**config.mk**
```make
export PLATFORM = sky130hd
export DESIGN_NAME = sci_ctrl
export DESIGN_NICKNAME = d
export VERILOG_FILES = /design/src/sv/sci_pkg.sv /design/src/sv/sci_ctrl.sv
export SDC_FILE = /design/constraint.sdc
export NUM_CORES = 1
export LEC_CHECK = 0
export BUFFER_PORTS_ARGS = -buffer_cell sky130_fd_sc_hd__buf_4
export CORE_MARGIN = 2
export CORE_UTILIZATION = 56
export CTS_CLUSTER_DIAMETER = 50
export CTS_CLUSTER_SIZE = 20
export DETAILED_ROUTE_END_ITERATION = 6
export GPL_TIMING_DRIVEN = 0
export HOLD_SLACK_MARGIN = 0.03
export PLACE_DENSITY = 0.9
export SETUP_SLACK_MARGIN = 0.2
export SLEW_MARGIN = 10
export SYNTH_ARGS = -nofsm -noshare
export SYNTH_HDL_FRONTEND = slang
export SYNTH_SLANG_ARGS = --single-unit
export TNS_END_PERCENT = 30
```
**constraint.sdc**
```tcl
create_clock -name i_clk -period 4.8 [get_ports i_clk]
set_clock_uncertainty 0.1 [all_clocks]
set_input_delay 0.72 -clock i_clk [delete_from_list [all_inputs] [get_ports i_clk]]
set_output_delay 0.72 -clock i_clk [all_outputs]
set_load 0.005 [all_outputs]
```
**src/sv/sci_pkg.sv**
```systemverilog
package sci_pkg;
    localparam int MAX_SIZE  = 16;
    localparam int FRAC_BITS = 31;
    localparam int IDX_W     = 4;
    localparam int ADDR_W    = 8;
    localparam int DATA_W    = 32;
    localparam int SIZE_W    = 5;
    localparam int LOOP_W    = 16;
    localparam int CMD_W     = 3;
    localparam int STAT_W    = 2;
    localparam int ACC_W     = 40;

    localparam logic [CMD_W-1:0] CMD_LOAD_SIM  = 3'd0;
    localparam logic [CMD_W-1:0] CMD_LOAD_MEM  = 3'd1;
    localparam logic [CMD_W-1:0] CMD_LOAD_WGT  = 3'd2;
    localparam logic [CMD_W-1:0] CMD_RUN       = 3'd3;
    localparam logic [CMD_W-1:0] CMD_READ_MEM  = 3'd4;
    localparam logic [CMD_W-1:0] CMD_READ_MASS = 3'd5;

    localparam logic [STAT_W-1:0] STAT_OK   = 2'd0;
    localparam logic [STAT_W-1:0] STAT_ZERO = 2'd1;
    localparam logic [STAT_W-1:0] STAT_DONE = 2'd2;

    localparam logic [0:0] CFG_SIZE = 1'b0;
    localparam logic [0:0] CFG_LOOP = 1'b1;

    typedef struct packed {
        logic [CMD_W-1:0]  cmd;
        logic [IDX_W-1:0]  row;
        logic [IDX_W-1:0]  col;
        logic [DATA_W-1:0] value;
    } t_in;

    typedef struct packed {
        logic [DATA_W-1:0] read_value;
        logic [STAT_W-1:0] status;
    } t_out;

    // controller -> datapath commands
    typedef struct packed {
        logic              wr_sim;     // write sim at addr_a with input value
        logic              wr_mem_in;  // write mem at addr_a with input value
        logic              wr_wgt;
        logic              rd_mem;     // take mem read data as the result
        logic [ADDR_W-1:0] addr_a;
        logic [IDX_W-1:0]  idx;        // vector index
        logic              acc_clr;
        logic              mass_acc;   // add Z*f of registered reads
        logic              mass_wr;    // store saturated acc to mass[idx]
        logic              term_acc;   // term = S*rho[idx], store scratch, add sum
        logic              div_start;  // start divide of scratch[idx] by sum
        logic              mem_wr_q;   // write quotient to mem at addr_a
        logic              flag_clr;
        logic              out_load;
        logic              out_run;
    } t_ctl;

    typedef struct packed {
        logic div_busy;
        logic sum_zero;
    } t_sts;
endpackage

```
**src/sv/sci_ctrl.sv**
```systemverilog
module sci_ctrl import sci_pkg::*; (
    input  logic              i_clk,
    input  logic              i_rst_n,
    input  logic              i_valid,
    input  t_in               i_item,
    output logic              o_ready,
    input  logic              i_out_free,
    input  logic [SIZE_W-1:0] i_size,
    input  logic [LOOP_W-1:0] i_loops,
    input  t_sts              i_sts,
    output t_ctl              o_ctl
);
    localparam logic [3:0] S_IDLE  = 4'd0;
    localparam logic [3:0] S_MRD   = 4'd1;  // issue Z[i][j], f[i] reads
    localparam logic [3:0] S_MACC  = 4'd2;  // accumulate product
    localparam logic [3:0] S_MWR   = 4'd3;
    localparam logic [3:0] S_TRD   = 4'd4;  // issue S[i][j] read
    localparam logic [3:0] S_TACC  = 4'd5;
    localparam logic [3:0] S_DST   = 4'd6;  // start divide for column j
    localparam logic [3:0] S_DWAIT = 4'd7;
    localparam logic [3:0] S_DWR   = 4'd8;
    localparam logic [3:0] S_RDOUT = 4'd9;  // memory read data lands
    localparam logic [3:0] S_DONE  = 4'd10;

    logic [3:0]        r_st, n_st;
    logic [IDX_W-1:0]  r_i, r_j, n_i, n_j;
    logic [LOOP_W-1:0] r_k, n_k;
    logic [IDX_W-1:0]  last;
    logic              i_last, j_last;
    logic              acc_in;

    // active size minus one: zero acts as one, above MAX_SIZE acts as MAX_SIZE
    always_comb begin
        if (i_size == '0) begin
            last = '0;
        end else if (i_size > SIZE_W'(MAX_SIZE)) begin
            last = IDX_W'(MAX_SIZE - 1);
        end else begin
            last = IDX_W'(i_size - 1'b1);
        end
    end
    assign i_last = (r_i == last);
    assign j_last = (r_j == last);
    assign acc_in = i_valid && o_ready;

    always_comb begin
        n_st = r_st;
        n_i  = r_i;
        n_j  = r_j;
        n_k  = r_k;
        o_ready = 1'b0;
        o_ctl = '0;
        unique case (r_st)
            S_IDLE: begin
                o_ready = i_out_free;
                o_ctl.addr_a = {i_item.row, i_item.col};
                o_ctl.idx    = i_item.row;
                if (acc_in) begin
                    unique case (i_item.cmd)
                        CMD_LOAD_SIM:  o_ctl.wr_sim = 1'b1;
                        CMD_LOAD_MEM:  o_ctl.wr_mem_in = 1'b1;
                        CMD_LOAD_WGT:  o_ctl.wr_wgt = 1'b1;
                        CMD_READ_MEM:  n_st = S_RDOUT;
                        CMD_READ_MASS: o_ctl.out_load = 1'b1;
                        CMD_RUN: begin
                            o_ctl.flag_clr = 1'b1;
                            n_i = '0;
                            n_j = '0;
                            n_k = '0;
                            n_st = (i_loops == '0) ? S_DONE : S_MRD;
                            o_ctl.acc_clr = 1'b1;
                        end
                        default: ;
                    endcase
                end
            end
            S_RDOUT: begin
                o_ctl.out_load = 1'b1;
                o_ctl.rd_mem = 1'b1;
                n_st = S_IDLE;
            end
            S_MRD: begin
                o_ctl.addr_a = {r_i, r_j};
                o_ctl.idx = r_i;
                n_st = S_MACC;
            end
            S_MACC: begin
                o_ctl.mass_acc = 1'b1;
                if (i_last) begin
                    n_st = S_MWR;
                end else begin
                    n_i = r_i + 1'b1;
                    n_st = S_MRD;
                end
            end
            S_MWR: begin
                o_ctl.idx = r_j;
                o_ctl.mass_wr = 1'b1;
                o_ctl.acc_clr = 1'b1;
                n_i = '0;
                if (j_last) begin
                    n_j = '0;
                    n_st = S_TRD;
                end else begin
                    n_j = r_j + 1'b1;
                    n_st = S_MRD;
                end
            end
            S_TRD: begin
                o_ctl.addr_a = {r_i, r_j};
                n_st = S_TACC;
            end
            S_TACC: begin
                o_ctl.idx = r_j;
                o_ctl.term_acc = 1'b1;
                if (j_last) begin
                    n_j = '0;
                    n_st = S_DST;
                end else begin
                    n_j = r_j + 1'b1;
                    n_st = S_TRD;
                end
            end
            S_DST: begin
                // a zero row sum skips the wait; the datapath writes zero
                o_ctl.idx = r_j;
                o_ctl.div_start = 1'b1;
                n_st = i_sts.sum_zero ? S_DWR : S_DWAIT;
            end
            S_DWAIT: begin
                if (!i_sts.div_busy) begin
                    n_st = S_DWR;
                end
            end
            S_DWR: begin
                o_ctl.addr_a = {r_i, r_j};
                o_ctl.mem_wr_q = 1'b1;
                if (!j_last) begin
                    n_j = r_j + 1'b1;
                    n_st = S_DST;
                end else begin
                    n_j = '0;
                    o_ctl.acc_clr = 1'b1;
                    if (!i_last) begin
                        n_i = r_i + 1'b1;
                        n_st = S_TRD;
                    end else begin
                        n_i = '0;
                        n_k = r_k + 1'b1;
                        n_st = (r_k + 1'b1 == i_loops) ? S_DONE : S_MRD;
                    end
                end
            end
            S_DONE: begin
                o_ctl.out_load = 1'b1;
                o_ctl.out_run = 1'b1;
                n_st = S_IDLE;
            end
            default: n_st = S_IDLE;
        endcase
    end

    always_ff @(posedge i_clk) begin
        if (!i_rst_n) begin
            r_st <= S_IDLE;
            r_i  <= '0;
            r_j  <= '0;
            r_k  <= '0;
        end else begin
            r_st <= n_st;
            r_i  <= n_i;
            r_j  <= n_j;
            r_k  <= n_k;
        end
    end
endmodule

```
# After elaboration in Yosys (flattened, before gate mapping)

Index checks and enable logic that the tools add are counted.
Widths: inputs -> output; s select.

Add/subtract/negate cells: 4
Order comparisons: 1
Equality and inequality tests: 25
Muxes and demuxes: 50
Reductions and logical operators: 16

Operators with widths:

| operator              | number |
|---|---|
| $mux 16               | 4 |
| $mux 4                | 15 |
| $pmux 4 s9            | 1 |
| $pmux 16 s2           | 1 |
| $add 16x1->16 const B | 1 |
| $eq 16x16->1          | 1 |
| $eq 4x3->1 const B    | 4 |
| $logic_not 16->1      | 1 |
| $mux 1                | 16 |
| $pmux 4 s2            | 2 |
| $pmux 4 s4            | 1 |
| $pmux 8 s2            | 1 |
| $eq 4x4->1 const B    | 3 |
| $pmux 4 s3            | 1 |
| $ne 2x2->1 const B    | 5 |
| $reduce_and 5->1      | 2 |
| $mux 3                | 3 |
| $reduce_or 3->1       | 3 |
| $add 4x1->4 const B   | 2 |
| $eq 4x2->1 const B    | 2 |
| $eq 4x4->1            | 2 |
| $eq 3x2->1 const B    | 2 |
| $eq 3x3->1 const B    | 2 |
| $mux 2                | 3 |
| 16 further kinds      | 18 |

Register bits after elaboration: 28
Bits of input ports: 70
Output and inout port bits: 26
Logic and storage cells: 100

# Longest topological paths before layout

Gate-level depths: netlist (run 1).

Word-level depth: 7
Mapped depth: 11
Mapped depth without buffers: 9

# Least setup slack after synthesis (run 1)

Ideal clock, no wire load.

Kind: input to output
From: input i_size[0]
To: output o_ctl[8] (netlist bit)
Data arrival time: 2.679 ns
Slack: 1.301 ns
Cell stages on the path: 10
Path buffers: 2
Cells stage by stage: inv_1 -> ha_1 -> or3b_1 -> buf_2 -> a211o_1 -> a31oi_1 -> o221a_2 -> clkbuf_1 -> a21oi_1 -> o21ai_0

RTL lines:

| item            | line           | RTL |
|---|---|---|
| start, declared | sci_ctrl.sv:8  | `input logic [SIZE_W-1:0] i_size,` |
| end, declared   | sci_ctrl.sv:11 | `output t_ctl o_ctl` |

==> flow_results.xml, run 1 <==
<?xml version="1.0" encoding="UTF-8"?>
<metrics>
  <group name="status">
    <metric name="status" unit="">completed</metric>
  </group>
  <group name="placed_design">
    <metric name="place.gp.congestion" unit="">0.906</metric>
    <metric name="numPlacedInstances" unit="">524</metric>
    <metric name="place_hpwl" unit="mm">6.36</metric>
    <metric name="port_buffers" unit="">62</metric>
  </group>
  <group name="timing">
    <metric name="final_critical_path_share_of_the_clock_period" unit="%">85.8</metric>
    <metric name="fmax" unit="GHz">0.243</metric>
    <metric name="worst_slew_slack_as_a_fraction_of_its_limit" unit="%">33.6</metric>
    <metric name="layout_min_cycle_time" unit="ns">4.12</metric>
    <metric name="tns" unit="ns">0</metric>
    <metric name="timing_hold_violations_final" unit="">0</metric>
    <metric name="rsz0062_at_grt" unit="">false</metric>
    <metric name="hold-worst-slack" unit="ns">0.388</metric>
    <metric name="timing_worst_slew_pin_value" unit="ns">0.986</metric>
    <metric name="setup_viol" unit="">0</metric>
    <metric name="slew_viol_final" unit="">0</metric>
  </group>
  <group name="logic_synthesis">
    <metric name="postSynthRegisterBits" unit="">28</metric>
    <metric name="synthTopCellsByCount" unit="">sky130_fd_sc_hd__nor2_1 (33), sky130_fd_sc_hd__dfxtp_1 (28), sky130_fd_sc_hd__nand2_1 (22), sky130_fd_sc_hd__o21ai_0 (22), sky130_fd_sc_hd__a21oi_1 (21)</metric>
    <metric name="synth-simple-area-share" unit="%">31.3</metric>
    <metric name="synth_compound_gate_area_share" unit="%">31.2</metric>
    <metric name="postSynthAreaPerCell" unit="um^2">7.33</metric>
    <metric name="synth_fa_ha_area_share" unit="%">2.18</metric>
    <metric name="ys_warn_count" unit="">0</metric>
    <metric name="synth_sequential_area_ratio" unit="%">19.5</metric>
    <metric name="synth_area" unit="um^2">2870</metric>
    <metric name="post_synth_inst_count" unit="">392</metric>
    <metric name="synth_top_flop_cell" unit="">sky130_fd_sc_hd__dfxtp_1</metric>
    <metric name="syn_nets" unit="">467</metric>
    <metric name="yosys.area.top_type" unit="">sky130_fd_sc_hd__dfxtp_1</metric>
    <metric name="ys_async_sr_fraction" unit="%">0</metric>
    <metric name="synth_mux_area_share" unit="%">1.83</metric>
    <metric name="synthTopCellsByArea" unit="">sky130_fd_sc_hd__dfxtp_1 (20%), sky130_fd_sc_hd__xnor2_1 (4.6%), sky130_fd_sc_hd__nor2_1 (4.3%)</metric>
    <metric name="synth_largest_type_area_fraction" unit="%">19.5</metric>
    <metric name="post_synth_xor_area_fraction" unit="%">7.63</metric>
    <metric name="post_synth_num_cell_types" unit="">64</metric>
    <metric name="synth_most_common_cell" unit="">sky130_fd_sc_hd__nor2_1</metric>
    <metric name="combinational_family_with_the_most_area_after_synthesis" unit="">simple AND/OR/NAND/NOR gates</metric>
    <metric name="synth_enable_flop_cells" unit="">0</metric>
  </group>
  <group name="setup_path">
    <metric name="critical_path.most_common_cell" unit="">sky130_fd_sc_hd__buf_4</metric>
    <metric name="timing.critical_path.slowest_stage_cell" unit="">sky130_fd_sc_hd__a221oi_1</metric>
    <metric name="path_max_fanout" unit="">10</metric>
    <metric name="worstPathCellList" unit="">buf_4 &gt; inv_1 &gt; ha_1 &gt; or3b_1 &gt; a221oi_1 &gt; xor2_1 &gt; o221a_2 &gt; clkbuf_1 &gt; a21oi_1 &gt; o21ai_0 &gt; buf_4</metric>
    <metric name="critical_path_buf_inv_count" unit="">4</metric>
    <metric name="critical_path_class" unit="">input port to primary output</metric>
    <metric name="timing.critical_path.slowest_cell_delay" unit="ns">0.45</metric>
    <metric name="critical_path_launch_point_type" unit="">input port</metric>
    <metric name="cp_top_family" unit="">compound AO/OA/AOI/OAI gates</metric>
    <metric name="worst_ep_arrival_time" unit="ns">3.30</metric>
    <metric name="crit_path_end_kind" unit="">primary output</metric>
    <metric name="timing.critical_path.required" unit="ns">3.98</metric>
  </group>
  <group name="flow_run">
    <metric name="maxCapViolations" unit="">0</metric>
  </group>
  <group name="floorplanning">
    <metric name="start_util" unit="%">56.9</metric>
    <metric name="die-height" unit="um">75.6</metric>
    <metric name="row_count" unit="">26</metric>
    <metric name="fp.dieArea" unit="um^2">5720</metric>
    <metric name="pin_count" unit="">96</metric>
    <metric name="design.core.area" unit="um^2">5040</metric>
    <metric name="die_x" unit="um">75.6</metric>
  </group>
  <group name="layout">
    <metric name="fin_util" unit="%">69.3</metric>
    <metric name="final_cell_count_no_fill" unit="">528</metric>
    <metric name="synthToLayoutAreaGrowth" unit="%">21.7</metric>
    <metric name="layout-drive-gt1-share" unit="%">17.9</metric>
    <metric name="finish.net_count" unit="">534</metric>
    <metric name="insertedDiodeCount" unit="">0</metric>
  </group>
  <group name="route">
    <metric name="avgViaCountPerCell" unit="">6.38</metric>
    <metric name="wirelength" unit="mm">8.30</metric>
    <metric name="route.detailed.drc" unit="">0</metric>
    <metric name="detail-route-antenna-nets" unit="">0</metric>
    <metric name="route.vias.total" unit="">3368</metric>
    <metric name="drtPass1Iterations" unit="">5</metric>
    <metric name="wire_per_inst" unit="um">15.7</metric>
    <metric name="detail_route.iter0.violations" unit="">238</metric>
  </group>
  <group name="global_route">
    <metric name="grt_pass1_vias" unit="">2911</metric>
    <metric name="global_route.usage.total" unit="%">28.8</metric>
    <metric name="globalRoute.totalOverflow" unit="">0</metric>
    <metric name="global_route_wire_length_before_repair" unit="mm">13.0</metric>
    <metric name="grt_start_max_net_pins" unit="">17</metric>
    <metric name="antenna_found_initial" unit="">0</metric>
  </group>
  <group name="power">
    <metric name="ir_worst_vdd" unit="uV">342</metric>
    <metric name="power_leakage" unit="uW">0.00141</metric>
    <metric name="cellPowerDensity" unit="nW/um^2">321</metric>
  </group>
  <group name="cts">
    <metric name="cts_inserted_buffers" unit="">3</metric>
    <metric name="cts_buffer_depth" unit="">2</metric>
    <metric name="worst_setup_hold_path_clk_slew" unit="ns">0.10</metric>
    <metric name="ctsRootBufferMaster" unit="">sky130_fd_sc_hd__clkbuf_8</metric>
    <metric name="cts.sink_count" unit="">28</metric>
    <metric name="htree_levels" unit="">1</metric>
    <metric name="clock_tree_from_tritoncts" unit="">built</metric>
    <metric name="cts.hold.buffers_added" unit="">0</metric>
    <metric name="clock_insertion_delay_worst_skew" unit="ns">0.28</metric>
    <metric name="cts_setup_buffers" unit="">0</metric>
    <metric name="post_cts_resized" unit="">0</metric>
  </group>
  <group name="hold_path">
    <metric name="min-delay-path-class" unit="">flip-flop to flip-flop</metric>
  </group>
</metrics>
## worst reg2reg max path, delay by kind of cell (launching register included)
kind | cells | cell delay, ns
AOI/OAI and AO/OA | 5 | 1.70
DFF | 1 | 0.32
buffers and inverters | 3 | 0.71
## per-layer routing
metal | track usage (%) | up-vias | wire length [um]
met3 | 2.91 | 15 | 502
met2 | 52.1 | 125 | 4210
met1 | 36.2 | 1601 | 3460
met4 | 8.19 | 0 | 129
met5 | 0 | - | 0
li1 | - | 1627 | -
## cells in the final DEF (no fill, tap or decap), types with 9 or more instances in the layout
cell,n
sky130_fd_sc_hd__buf_4,62
sky130_fd_sc_hd__nor2_1,33
sky130_fd_sc_hd__dfxtp_1,28
sky130_fd_sc_hd__nand2_1,22
sky130_fd_sc_hd__o21ai_0,22
sky130_fd_sc_hd__a21oi_1,21
sky130_fd_sc_hd__clkbuf_1,16
sky130_fd_sc_hd__inv_1,16
sky130_fd_sc_hd__xnor2_1,15
sky130_fd_sc_hd__nand3_1,15
sky130_fd_sc_hd__nor3_1,11
sky130_fd_sc_hd__and3_1,11
sky130_fd_sc_hd__xor2_1,10
sky130_fd_sc_hd__nor4_1,9
sky130_fd_sc_hd__a22o_1,9
## kinds of logic after synthesis
logic type | Yosys count
and+or+nand+nor | 162
xor gates and xnor gates | 25
DFF | 28
AOI/OAI and AO/OA | 123
buffers and inverters | 44
adders and majority gates | 5
muxes | 5
## worst paths after layout
| path | depth (start not counted) | start | slack, ns | to |
|---|---|---|---|---|
| max | 11 | i_size[0] | 0.68 | o_ctl[8] |
| min | 2 | r_k[1]$_SDFFE_PN0P_ | 0.39 | r_k[1]$_SDFFE_PN0P_ |
| max reg2reg | 8 | r_i[3]$_SDFFE_PN0P_ | 1.86 | r_k[5]$_SDFFE_PN0P_ |
| min reg2reg | 2 | r_k[1]$_SDFFE_PN0P_ | 0.39 | r_k[1]$_SDFFE_PN0P_ |
## report_power, final
group          internal, uW  switching (uW)
Clock                   112            78.2
Combinational           290             368
Sequential              248            24.7
Total                   650             471
## flip-flops by register name, indices dropped and copies added, names as in the netlist
name and cells:
r_i 4, r_st 4, r_j 4, r_k 16
## cell type report
| type | instances | area (um^2) |
|---|---|---|
| plain buffers | 26 | 116 |
| well taps | 70 | 87.6 |
| fillers | 449 | 1550 |
| clock inverters | 1 | 30.0 |
| repair buffers | 62 | 465 |
| flip-flops and latches | 28 | 561 |
| multi-input cells | 320 | 2130 |
| clock buffers | 3 | 41.3 |
| inverters | 18 | 67.6 |
## per-stage QoR
| stage | setup slack [ns] | instance area [um^2] | total power, uW |
|---|---|---|---|
| after detailed placement | 0.722 | 3420 | 923 |
| after global placement | 0.734 | 3420 | 911 |
| final | 0.680 | 3500 | 1120 |
| after global routing | 0.434 | 3500 | 1190 |
| after floorplan | 1.30 | 2870 | 691 |
| after CTS | 0.716 | 3500 | 1110 |
Note: power is estimated with default switching activity, not from simulation.
==> run 2, diff against run 1 <==
CORE_MARGIN = 4   (was 2)
PLACE_DENSITY = 0.94   (was 0.9)
==> run 2 against run 1 <==
Compared with the run above: the run now ends with design-rule violations left; first-iteration DRC count rose by 20%; clock power is 34% lower; fmax is 0.26% higher; largest cell class unchanged; largest power group unchanged.
==> flow_results.xml, run 2 (synthesis gave the netlist of run 1 again) <==
<?xml version="1.0" encoding="UTF-8"?>
<metrics>
  <group name="hold_path">
    <metric name="hold_path_origin" unit="">r_k[1]$_SDFFE_PN0P_</metric>
    <metric name="worst_hold_path.num_cells" unit="">2</metric>
    <metric name="min-delay-path-class" unit="">flip-flop to flip-flop</metric>
    <metric name="hold_end" unit="">r_k[1]$_SDFFE_PN0P_</metric>
  </group>
  <group name="timing">
    <metric name="timing_worst_slew_pin_value" unit="ns">1.00</metric>
    <metric name="setup_viol" unit="">0</metric>
    <metric name="timing_hold_violations_final" unit="">0</metric>
    <metric name="final_critical_path_setup_slack" unit="ns">0.691</metric>
    <metric name="layout_min_cycle_time" unit="ns">4.11</metric>
    <metric name="fmax" unit="GHz">0.243</metric>
    <metric name="slew_viol_final" unit="">0</metric>
    <metric name="final_critical_path_share_of_the_clock_period" unit="%">85.6</metric>
    <metric name="tns" unit="ns">0</metric>
    <metric name="rsz0062_at_grt" unit="">false</metric>
    <metric name="worst_slew_slack_as_a_fraction_of_its_limit" unit="%">32.5</metric>
  </group>
  <group name="global_route">
    <metric name="groute.layer.met1.usage" unit="%">31.6</metric>
    <metric name="global_route.usage.total" unit="%">26.3</metric>
    <metric name="grt_start_max_net_pins" unit="">15</metric>
    <metric name="global_route_wire_length_before_repair" unit="mm">13.8</metric>
    <metric name="antenna_found_initial" unit="">0</metric>
    <metric name="globalRouteMet3Util" unit="%">3.50</metric>
    <metric name="busiest_layer" unit="">met2</metric>
    <metric name="globalRoute.totalOverflow" unit="">0</metric>
    <metric name="globalRouteMet2Util" unit="%">48.7</metric>
    <metric name="grt_pass1_vias" unit="">3128</metric>
  </group>
  <group name="cts">
    <metric name="worst_setup_hold_path_clk_slew" unit="ns">0.09</metric>
    <metric name="ctsRootBufferMaster" unit="">sky130_fd_sc_hd__clkbuf_8</metric>
    <metric name="cts_inserted_buffers" unit="">3</metric>
    <metric name="cts.sink_count" unit="">28</metric>
    <metric name="cts.hold.buffers_added" unit="">0</metric>
    <metric name="htree_levels" unit="">1</metric>
    <metric name="post_cts_resized" unit="">0</metric>
    <metric name="cts_buffer_depth" unit="">2</metric>
    <metric name="cts_setup_buffers" unit="">0</metric>
    <metric name="clock_tree_from_tritoncts" unit="">built</metric>
    <metric name="clock_insertion_delay_worst_skew" unit="ns">0.27</metric>
  </group>
  <group name="setup_path">
    <metric name="crit_path_end_kind" unit="">primary output</metric>
    <metric name="worstPathCellList" unit="">buf_4 &gt; inv_1 &gt; ha_1 &gt; or3b_1 &gt; a221oi_1 &gt; xor2_1 &gt; o221a_2 &gt; clkbuf_1 &gt; a21oi_1 &gt; o21ai_0 &gt; buf_4</metric>
    <metric name="path_max_fanout" unit="">10</metric>
    <metric name="critical_path_buf_inv_count" unit="">4</metric>
    <metric name="timing.critical_path.slowest_cell_delay" unit="ns">0.47</metric>
    <metric name="worst_r2r_endpoint" unit="">r_st[3]$_SDFFE_PN0P_</metric>
    <metric name="timing.reg2reg.worst_path_depth" unit="">9</metric>
    <metric name="worst_ep_arrival_time" unit="ns">3.29</metric>
    <metric name="critical_path_launch_point_type" unit="">input port</metric>
    <metric name="critical_path_class" unit="">input port to primary output</metric>
    <metric name="timing.critical_path.slowest_stage_cell" unit="">sky130_fd_sc_hd__a221oi_1</metric>
    <metric name="crit-reg2reg-launch" unit="">r_k[0]$_SDFFE_PN0P_</metric>
    <metric name="critical_path.most_common_cell" unit="">sky130_fd_sc_hd__buf_4</metric>
    <metric name="timing.critical_path.required" unit="ns">3.98</metric>
    <metric name="cp_top_family" unit="">compound AO/OA/AOI/OAI gates</metric>
    <metric name="setup.reg_to_reg.worst_slack" unit="ns">1.83</metric>
  </group>
  <group name="layout">
    <metric name="final_area" unit="um^2">3460</metric>
    <metric name="fin_util" unit="%">71.4</metric>
    <metric name="layout.cells.most_common" unit="">sky130_fd_sc_hd__buf_4</metric>
    <metric name="max_reg_flops" unit="">16</metric>
    <metric name="synthToLayoutAreaGrowth" unit="%">20.6</metric>
    <metric name="insertedDiodeCount" unit="">0</metric>
    <metric name="layout-drive-gt1-share" unit="%">17.7</metric>
    <metric name="mostFrequentLayoutCells" unit="">sky130_fd_sc_hd__buf_4 (62), sky130_fd_sc_hd__nor2_1 (33), sky130_fd_sc_hd__dfxtp_1 (28)</metric>
    <metric name="registers.top_by_ff_count" unit="">r_k</metric>
    <metric name="finish.net_count" unit="">534</metric>
  </group>
  <group name="status">
    <metric name="status" unit="">finished, violations left</metric>
    <metric name="failing_checks" unit="">design-rule violations</metric>
  </group>
  <group name="route">
    <metric name="wirelength" unit="mm">8.36</metric>
    <metric name="route.vias.total" unit="">3362</metric>
    <metric name="detail_route.iter0.violations" unit="">285</metric>
    <metric name="avgViaCountPerCell" unit="">6.42</metric>
    <metric name="detail-route-antenna-nets" unit="">0</metric>
    <metric name="route.detailed.drc" unit="">11</metric>
    <metric name="drtPass1Iterations" unit="">7</metric>
    <metric name="wire_per_inst" unit="um">15.9</metric>
  </group>
  <group name="floorplanning">
    <metric name="pin_count" unit="">96</metric>
    <metric name="row_count" unit="">25</metric>
    <metric name="die-height" unit="um">79.6</metric>
    <metric name="die_x" unit="um">79.6</metric>
    <metric name="start_util" unit="%">59.2</metric>
    <metric name="design.core.area" unit="um^2">4850</metric>
    <metric name="fp.dieArea" unit="um^2">6340</metric>
  </group>
  <group name="power">
    <metric name="ir_worst_vdd" unit="uV">379</metric>
    <metric name="power_leakage" unit="uW">0.00140</metric>
    <metric name="cellPowerDensity" unit="nW/um^2">306</metric>
  </group>
  <group name="placed_design">
    <metric name="place.gp.congestion" unit="">0.953</metric>
    <metric name="placement.cell_area" unit="um^2">3420</metric>
    <metric name="post-place-ws" unit="ns">0.713</metric>
    <metric name="place_hpwl" unit="mm">6.59</metric>
    <metric name="port_buffers" unit="">62</metric>
  </group>
  <group name="flow_run">
    <metric name="maxCapViolations" unit="">0</metric>
  </group>
</metrics>
run 2: worst max-delay path by stage:
stage / start / end / slack, ns / cells after the start
2_1_floorplan: i_size[0] / o_ctl[8] / 1.30 / 10
3_3_place_gp: i_size[0] / o_ctl[8] / 0.72 / 11
3_5_place_dp: i_size[0] / o_ctl[8] / 0.71 / 11
4_1_cts: i_size[0] / o_ctl[8] / 0.71 / 11
5_1_grt: i_size[0] / o_ctl[8] / 0.51 / 11
6_report: i_size[0] / o_ctl[8] / 0.69 / 11
run 2: tightest hold or removal path: stages, from the launching register on:
cell	delay, ns
sky130_fd_sc_hd__dfxtp_1	0.35
sky130_fd_sc_hd__nand2_1	0.07
sky130_fd_sc_hd__nand2_1	0.04
run 2: layout make-up:
type / instances / area [um^2]
tap: 67 / 83.8
fill: 399 / 1390
clock buffer: 3 / 41.3
multi-input combinational: 320 / 2130
inverter: 18 / 67.6
sequential: 28 / 561
buffer: 26 / 116
timing repair buffer: 62 / 465
run 2: layer usage:
metal	vias to the layer above	share of wire, %	routed length, um
li1	1618	-	-
met1	1580	41	3450
met2	153	51	4250
met3	11	6.8	565
met4	0	0.98	82
met5	-	0	0
run 2: through the flow:
stage / total power (uW) / instances / hold slack (ns)
floorplan: 691 / 392 / 0.352
global placement: 912 / 521 / 0.365
global route: 1140 / 524 / 0.428
finish: 1060 / 524 / 0.390
CTS: 1060 / 524 / 0.387
detailed placement: 927 / 521 / 0.374
run 2: power by group:
group	switching [uW]	internal, uW
clock network	69.9	56.3
registers	25.9	248
logic	369	290
total	465	594
